[src/design/arpct_pkg.sv]
// Shared types and constants of the address-resolution cache.
// No dependencies; every other design file but the assertion header refers to it by scoped names.
package arpct_pkg;

  localparam int unsigned ENTRIES = 16;
  localparam int unsigned IDX_W   = (ENTRIES > 1) ? $clog2(ENTRIES) : 1;
  localparam int unsigned IP_W    = 32;
  localparam int unsigned MAC_W   = 48;

  localparam logic [IDX_W-1:0] LAST_IDX = IDX_W'(ENTRIES - 1);

  typedef enum logic {
    FUNC_LOOKUP = 1'b0,
    FUNC_INSERT = 1'b1
  } func_e;

  typedef enum logic {
    ST_IDLE,
    ST_SEARCH
  } state_e;

  // Search token handed from cell to cell.
  typedef struct packed {
    logic [IP_W-1:0]  ip;
    logic             hit;
    logic [MAC_W-1:0] mac;
  } tok_t;

  // Per-cell control from the top level.
  typedef struct packed {
    logic wr_en;
    logic entry_valid;
  } cell_ctl_t;

endpackage

[src/design/arpct_if.sv]
// Valid/ready channel interfaces for requests and responses of the cache.
// Depends on arpct_pkg for field widths.
interface arpct_req_if;
  logic                         valid;
  logic                         ready;
  logic                         func;
  logic [arpct_pkg::IP_W-1:0]   ip_addr;
  logic [arpct_pkg::MAC_W-1:0]  mac_addr;

  modport source (output valid, func, ip_addr, mac_addr, input ready);
  modport sink   (input valid, func, ip_addr, mac_addr, output ready);
endinterface

interface arpct_rsp_if;
  logic                         valid;
  logic                         ready;
  logic                         hit;
  logic [arpct_pkg::MAC_W-1:0]  mac_found;

  modport source (output valid, hit, mac_found, input ready);
  modport sink   (input valid, hit, mac_found, output ready);
endinterface

[src/design/arpct_cell.sv]
// One table entry with its stage of the search chain.
// Depends on arpct_pkg for the token and control types.
module arpct_cell (
  input  logic                          clk_i,
  input  logic                          rst_ni,
  input  arpct_pkg::cell_ctl_t          ctl_i,
  input  logic [arpct_pkg::IP_W-1:0]    wr_ip_i,
  input  logic [arpct_pkg::MAC_W-1:0]   wr_mac_i,
  input  logic                          tok_valid_i,
  input  arpct_pkg::tok_t               tok_i,
  output logic                          tok_valid_o,
  output arpct_pkg::tok_t               tok_o
);

  logic [arpct_pkg::IP_W-1:0]  ip_q;
  logic [arpct_pkg::MAC_W-1:0] mac_q;
  logic                        tok_valid_q;
  arpct_pkg::tok_t             tok_q;
  arpct_pkg::tok_t             tok_d;

  always_ff @(posedge clk_i) begin
    if (ctl_i.wr_en) begin
      ip_q  <= wr_ip_i;
      mac_q <= wr_mac_i;
    end
  end

  // An earlier hit is passed on untouched, so the lowest index wins.
  always_comb begin
    tok_d = tok_i;
    if (!tok_i.hit && ctl_i.entry_valid && (ip_q == tok_i.ip)) begin
      tok_d.hit = 1'b1;
      tok_d.mac = mac_q;
    end
  end

  always_ff @(posedge clk_i or negedge rst_ni) begin
    if (!rst_ni) begin
      tok_valid_q <= 1'b0;
    end else begin
      tok_valid_q <= tok_valid_i;
    end
  end

  always_ff @(posedge clk_i) begin
    if (tok_valid_i) begin
      tok_q <= tok_d;
    end
  end

  assign tok_valid_o = tok_valid_q;
  assign tok_o       = tok_q;

endmodule

[src/design/arp_cache_table_core.sv]
// Top level of the address-resolution cache: request/response handshake,
// fill pointer and the chain of entry cells. Depends on arpct_pkg, arpct_if
// and arpct_cell.
//
// A small cache mapping IPv4 addresses to 48-bit MAC addresses, ENTRIES
// deep (16 by default), with round-robin replacement. Each request gives
// exactly one response. An insert writes the pair at the fill pointer
// without looking for duplicates and answers with hit clear and a zero MAC
// in the following cycle. A lookup sends a search token down a row of
// ENTRIES cells, one cell per cycle; each cell holds one entry and compares
// it with the address, and the first valid match sets hit and takes that
// cell's MAC, so the lowest-index copy of a duplicated address wins. Before
// the pointer first wraps, only the entries below it are valid; afterwards
// all are. A lookup therefore passes from acceptance to response through
// the request register, each cell in turn and the response register. The
// block works on one request at a time and takes the next one as soon as
// the previous response is either taken or about to be; a pending response
// is held in an output register while the downstream side stalls. After
// reset the table is empty and no clearing pass is needed.
module arp_cache_table_core (
  input  logic              clk_i,
  input  logic              rst_ni,
  arpct_req_if.sink         req_i,
  arpct_rsp_if.source       rsp_o
);

  arpct_pkg::state_e                 state_q;
  arpct_pkg::state_e                 state_d;
  logic [arpct_pkg::IDX_W-1:0]       fill_q;
  logic                              full_q;
  logic                              head_valid_q;
  arpct_pkg::tok_t                   head_q;
  logic                              out_valid_q;
  logic                              out_hit_q;
  logic [arpct_pkg::MAC_W-1:0]       out_mac_q;

  logic                              req_ready;
  logic                              req_accept;
  logic                              is_insert;
  logic                              out_load;

  logic                              tok_valid [arpct_pkg::ENTRIES+1];
  arpct_pkg::tok_t                   tok       [arpct_pkg::ENTRIES+1];

  // A new request may be taken only when idle and when the response
  // register is free or is being emptied in this very cycle.
  assign req_ready  = (state_q == arpct_pkg::ST_IDLE) && (!out_valid_q || rsp_o.ready);
  assign req_accept = req_i.valid && req_ready;
  assign is_insert  = (req_i.func == arpct_pkg::FUNC_INSERT);

  // The search token leaving the last cell is the lookup result.
  assign out_load = (req_accept && is_insert) || tok_valid[arpct_pkg::ENTRIES];

  always_comb begin
    state_d = state_q;
    unique case (state_q)
      arpct_pkg::ST_IDLE: begin
        if (req_accept && !is_insert) begin
          state_d = arpct_pkg::ST_SEARCH;
        end
      end
      arpct_pkg::ST_SEARCH: begin
        if (tok_valid[arpct_pkg::ENTRIES]) begin
          state_d = arpct_pkg::ST_IDLE;
        end
      end
      default: state_d = arpct_pkg::ST_IDLE;
    endcase
  end

  always_ff @(posedge clk_i or negedge rst_ni) begin
    if (!rst_ni) begin
      state_q <= arpct_pkg::ST_IDLE;
    end else begin
      state_q <= state_d;
    end
  end

  // Fill pointer and full flag: the pointer wraps after the last entry and
  // the full flag then stays set until reset.
  always_ff @(posedge clk_i or negedge rst_ni) begin
    if (!rst_ni) begin
      fill_q <= '0;
      full_q <= 1'b0;
    end else if (req_accept && is_insert) begin
      if (fill_q == arpct_pkg::LAST_IDX) begin
        fill_q <= '0;
        full_q <= 1'b1;
      end else begin
        fill_q <= fill_q + 1'b1;
      end
    end
  end

  // The request register at the head of the chain starts a search with no
  // hit and a zero MAC, which is also the miss answer.
  always_ff @(posedge clk_i or negedge rst_ni) begin
    if (!rst_ni) begin
      head_valid_q <= 1'b0;
    end else begin
      head_valid_q <= req_accept && !is_insert;
    end
  end

  always_ff @(posedge clk_i) begin
    if (req_accept && !is_insert) begin
      head_q.ip  <= req_i.ip_addr;
      head_q.hit <= 1'b0;
      head_q.mac <= '0;
    end
  end

  assign tok_valid[0] = head_valid_q;
  assign tok[0]       = head_q;

  for (genvar g = 0; g < arpct_pkg::ENTRIES; g++) begin : g_cell
    arpct_pkg::cell_ctl_t ctl;

    // Inserts are never accepted while a search is running, so a cell's
    // entry is stable for the whole time the token passes it.
    assign ctl.wr_en       = req_accept && is_insert
                             && (fill_q == arpct_pkg::IDX_W'(g));
    assign ctl.entry_valid = full_q || (arpct_pkg::IDX_W'(g) < fill_q);

    arpct_cell u_cell (
      .clk_i       (clk_i),
      .rst_ni      (rst_ni),
      .ctl_i       (ctl),
      .wr_ip_i     (req_i.ip_addr),
      .wr_mac_i    (req_i.mac_addr),
      .tok_valid_i (tok_valid[g]),
      .tok_i       (tok[g]),
      .tok_valid_o (tok_valid[g+1]),
      .tok_o       (tok[g+1])
    );
  end

  // Response register.
  always_ff @(posedge clk_i or negedge rst_ni) begin
    if (!rst_ni) begin
      out_valid_q <= 1'b0;
    end else if (out_load) begin
      out_valid_q <= 1'b1;
    end else if (rsp_o.ready) begin
      out_valid_q <= 1'b0;
    end
  end

  always_ff @(posedge clk_i) begin
    if (out_load) begin
      if (req_accept && is_insert) begin
        out_hit_q <= 1'b0;
        out_mac_q <= '0;
      end else begin
        out_hit_q <= tok[arpct_pkg::ENTRIES].hit;
        out_mac_q <= tok[arpct_pkg::ENTRIES].mac;
      end
    end
  end

  assign req_i.ready     = req_ready;
  assign rsp_o.valid     = out_valid_q;
  assign rsp_o.hit       = out_hit_q;
  assign rsp_o.mac_found = out_mac_q;

endmodule

[src/flat_wrapper.sv]
// flat-port wrapper written by rule: the top's interface ports become plain ports
module arp_cache_table_core_flat 
  (clk_i, rst_ni, req_i_valid, req_i_func, req_i_ip_addr, req_i_mac_addr, req_i_ready, rsp_o_valid, rsp_o_hit, rsp_o_mac_found, rsp_o_ready);
  arpct_req_if req_i_i ();
  arpct_rsp_if rsp_o_i ();
  input  logic clk_i;
  input  logic rst_ni;
  input wire logic [$bits(req_i_i.valid)-1:0] req_i_valid;
  input wire logic [$bits(req_i_i.func)-1:0] req_i_func;
  input wire logic [$bits(req_i_i.ip_addr)-1:0] req_i_ip_addr;
  input wire logic [$bits(req_i_i.mac_addr)-1:0] req_i_mac_addr;
  output wire logic [$bits(req_i_i.ready)-1:0] req_i_ready;
  output wire logic [$bits(rsp_o_i.valid)-1:0] rsp_o_valid;
  output wire logic [$bits(rsp_o_i.hit)-1:0] rsp_o_hit;
  output wire logic [$bits(rsp_o_i.mac_found)-1:0] rsp_o_mac_found;
  input wire logic [$bits(rsp_o_i.ready)-1:0] rsp_o_ready;
  assign req_i_i.valid = req_i_valid;
  assign req_i_i.func = req_i_func;
  assign req_i_i.ip_addr = req_i_ip_addr;
  assign req_i_i.mac_addr = req_i_mac_addr;
  assign req_i_ready = req_i_i.ready;
  assign rsp_o_valid = rsp_o_i.valid;
  assign rsp_o_hit = rsp_o_i.hit;
  assign rsp_o_mac_found = rsp_o_i.mac_found;
  assign rsp_o_i.ready = rsp_o_ready;
  arp_cache_table_core u_core (.clk_i(clk_i), .rst_ni(rst_ni), .req_i(req_i_i), .rsp_o(rsp_o_i));
endmodule
[config.mk]
export PLATFORM = sky130hd
export DESIGN_NAME = arp_cache_table_core_flat
export DESIGN_NICKNAME = d
export VERILOG_FILES = /design/src/design/arpct_pkg.sv /design/src/design/arpct_if.sv /design/src/design/arpct_cell.sv /design/src/design/arp_cache_table_core.sv /design/src/flat_wrapper.sv
export SDC_FILE = /design/constraint.sdc
export NUM_CORES = 2
export LEC_CHECK = 0
export BUFFER_PORTS_ARGS = -buffer_cell sky130_fd_sc_hd__buf_2
export CAP_MARGIN = 20
export CORE_MARGIN = 1.5
export CORE_UTILIZATION = 50
export CTS_BUF_LIST = sky130_fd_sc_hd__clkbuf_4 sky130_fd_sc_hd__clkbuf_8 sky130_fd_sc_hd__clkbuf_16
export DETAILED_ROUTE_END_ITERATION = 16
export PLACE_DENSITY = 0.66
export SLEW_MARGIN = 25
export SYNTH_ARGS = -nofsm -noshare
export SYNTH_HDL_FRONTEND = slang
export SYNTH_HIERARCHICAL = 1
export SYNTH_SLANG_ARGS = --single-unit
[constraint.sdc]
create_clock -name clk_i -period 21.8 [get_ports clk_i]
set_input_delay 1.09 -clock clk_i [delete_from_list [all_inputs] [get_ports clk_i]]
set_output_delay 1.09 -clock clk_i [all_outputs]
set_load 0.01 [all_outputs]
Word-level counts from Yosys, hierarchy flattened
Cells that the tools add are included.
Widths: inputs -> output; s select.
{ "classes": {"n_addsub": 1, "magnitude_cmp": 16, "eq_ne": 31, "mux": 21, "n_bitwise": 1, "n_reduce_logical": 89} }
{ "op_table": {"columns": ["cell", "count"], "rows": [
  ["$mux 48", 15],
  ["$eq 32x32->1", 16],
  ["$logic_and 1x1->1", 51],
  ["$eq 4x4->1 const B", 8],
  ["$lt 4x4->1 const A", 8],
  ["$logic_or 1x1->1", 18],
  ["$logic_not 1->1", 17],
  ["$eq 4x3->1 const B", 4],
  ["$lt 3x4->1 const A", 4],
  ["$eq 4x2->1 const B", 2],
  ["$lt 1x4->1 const A", 2],
  ["$lt 2x4->1 const A", 2],
  ["$add 4x1->4 const B", 1],
  ["$eq 4x1->1 const B", 1],
  ["$logic_not 4->1", 1],
  ["$mux 1", 4],
  ["$mux 4", 1],
  ["$pmux 1 s2", 1],
  ["$reduce_and 2->1", 1],
  ["$reduce_bool 2->1", 1],
  ["$not 1->1", 1]
]} }
{ "word_totals": {"register_bits": 2649, "in_bits": 85, "out_inout_bits": 51, "word_cells": 262} }

Longest topological paths before layout
{ "logic_depth": {"depth_word": 7, "ltp_mapped": 9, "mapped_depth_nobuf": 7} }

Hierarchy
Netlist, hierarchy kept.
{ "by_module_without_submodules": {"columns": ["mod", "instances", "cells_per_inst", "area_per_inst_um2", "seq_area_each_um2"], "rows": [
  ["arpct_cell", 16, 260, 5831.8, 4859.7],
  ["arp_cache_table_core", 1, 224, 3487.1, 2632.5]
]} }

Least setup slack after synthesis
OpenSTA, ideal clock, no wires.
{ "synth_path": {"path_kind": "in2reg", "startpoint": "in req_i_valid", "endpoint": "reg u_core/g_cell[7].u_cell/ip_q[0] (netlist name) (enable)", "setup_time_ps": 715, "t_arrival_ps": 9127, "t_required_ps": 21085, "slack_ps": 11957, "path_stages": 4, "path_buffers": 1, "path_cell_list": "nor2b_4 nand3_4 clkbuf_1 nor4_1"} }
{ "synth_lines": {"columns": ["element", "line_no", "source"], "rows": [
  ["start: declaration", "flat_wrapper.sv:8", "input wire logic [$bits(req_i_i.valid)-1:0] req_i_valid;"],
  ["end signal: assignment", "arpct_cell.sv:23", "ip_q <= wr_ip_i;"],
  ["end: declaration", "arpct_cell.sv:15", "logic [arpct_pkg::IP_W-1:0] ip_q;"]
]} }

==> summary.md <==
| Metric | Value |
|---|---|
| Setup TNS | `0 ps` |
| Final Setup Violations | `0` |
| Synthesis Warnings | `6` |
| Vias in the first global route | `42737` |
| Core area | `190400 µm²` |
| First-pass GRT wire length | `263500 µm` |
| Initial Util | `50.34%` |
| Crit end category | `register` |
| WS Path Type | `reg2reg` |
| Flop2flop setup slack | `18270 ps` |
| Maximum vdd drop | `0.08799 mV` |
| Required time of the critical path | `22430 ps` |
| Io pins | `136` |
| Skew-Pair Late Insertion Delay | `910 ps` |
| Most frequent cells in the layout | `edfxtp_1 (2625), mux2_2 (625), xnor2_1 (496)` |
| Post-CTS setup buffers | `0` |
| Inst Count DP | `7022` |
| GP Congestion | `0.7750` |
| Critical Path Source Type | `register` |
| Initial antenna violation count | `9` |
| Final non-filler cell total | `7479` |
| Post-Route WL | `175800 µm` |
| TritonCTS clock tree | `done` |
| Worst Path Arrival | `4160 ps` |
| Syn Area/Cell | `22.02 µm²` |
| Fin crit share | `16.20%` |
| Die Span Y | `440.8 µm` |
| Rows | `160` |
| Router iterations before antenna repair | `5` |
| Worst min-delay path class | `in2async` |
| Largest net degree at the start of global routing | `57` |
| Area of the mapped netlist | `95840 µm²` |
| Status | `finished, final reports clean` |
| Die area | `194300 µm²` |
| Reg-to-reg startpoint | `u_core/fill_q[2]` |
| All-Layer GR Usage | `18.34%` |
| FMAX | `0.2832 GHz` |
| Hold Buf Count CTS | `0` |
| Final Skew | `68.08 ps` |
| Post-CTS sizing | `0` |
| Root Driver | `clkbuf_16` |
| DP HPWL | `105800 µm` |
| Setup crit start | `u_core/fill_q[2]` |
| Layout cell share with drive strength beyond 1 | `28.84%` |
| I/O Buffers | `135` |
| Post-synthesis cell count | `4352` |
| Tmin final | `3531 ps` |
| Commonest non-fill, non-tap cell in the layout | `edfxtp_1` |
| Tightest Pin Transition | `1050 ps` |
| Avg WL per Cell | `23.51 µm` |
| Iteration-0 DRC Markers | `3062` |
| Vias | `40179` |
| Final hold viol count | `0` |
| Grt ovf | `0` |
| Clk buf depth | `4` |
| Post-DRT Antenna Nets | `0` |
| Die Wd | `440.8 µm` |
| Power per cell area | `97.21 nW/µm²` |
| Drc violations | `0` |
| CTS H-tree lvls | `5` |
| P_leak | `35.09 nW` |
| Worst-path maximum fanout | `26` |
| Slew headroom | `29.32%` |
| Maxcap violations | `0` |
| Unrepaired setup endpoints after global routing | `false` |
| Nets | `4882` |
| Vias/cell | `5.372` |
| Clock sinks | `2649` |
| CTS clk-pin slew, worst paths | `60 ps` |
| Num CTS Buffers | `277` |
| Area delta synth->final | `13.41%` |
| Final Max Tran Viols | `0` |
-- metal layers --
metal	GRT usage (%)	routed length [µm]	vias up
met4	5.238	4375	6
li1	-	-	17881
met5	0	36	-
met3	2.933	7918	353
met2	32.63	91570	892
met1	23.19	71940	21047
-- final timing paths --
kind,to,depth (start not counted)
min in group clk_i,u_core/g_cell[4].u_cell/tok_o[75],0
hold reg to reg,u_core/g_cell[4].u_cell/tok_o[75],0
setup reg to reg,u_core/g_cell[11].u_cell/tok_o[38],6
setup / recovery,u_core/g_cell[11].u_cell/tok_o[38],6
max in group asynchronous,u_core/g_cell[13].u_cell/tok_valid_o,1
hold / removal,u_core/g_cell[11].u_cell/tok_valid_o,1
-- state kept, by name, indices dropped and copies added, names as in the netlist --
signal	cells
u_core/g_cell.u_cell/tok_valid_o	16
u_core/full_q	1
u_core/rsp_o.hit	1
u_core/head_q	32
u_core/state_q	1
u_core/rsp_o.mac_found	48
u_core/g_cell.u_cell/mac_q	768
u_core/rsp_o.valid	1
u_core/g_cell.u_cell/ip_q	512
u_core/head_valid_q	1
u_core/g_cell.u_cell/tok_o	1264
u_core/fill_q	4
-- through the flow --
stage | total power, mW | utilization [%] | hold slack [ps] | setup WS [ps] | cell area [µm²]
finish | 10.57 | 57.09 | 339.5 | 18270 | 108700
global route | 10.90 | 57.09 | 326.4 | 18160 | 108700
CTS | 10.67 | 57.05 | 288.0 | 18130 | 108600
detailed placement | 6.234 | 52.58 | 455.5 | 17910 | 100100
global placement | 6.219 | 52.52 | 450.7 | 17870 | 99990
floorplan | 6.081 | - | 439.1 | 11960 | 96020
-- final cells by class --
type,count,area (µm²)
repair buffers,202,1261
fillers,13728,81690
inverters,5,18.77
well taps,2511,3142
clock buffers,339,7485
flip-flops and latches,2649,79480
diodes,3,7.507
clock inverters,112,1020
multi-input cells,1658,16270
-- power breakdown --
group	internal [mW]	total (mW)	switching, mW
clock	2.65	4.45	1.80
combinational	0.0966	0.278	0.182
sequential	5.75	5.84	0.0873
total	8.50	10.6	2.07
-- worst max-delay path, stage by stage, from the launching register on --
cell and delay [ps]:
dfrtp_1 620, nand2_1 300, nand2b_1 170, nor4b_2 630
nand3_4 640, buf_4 510, mux2_4 360
Power figures use the tool's default switching activity.
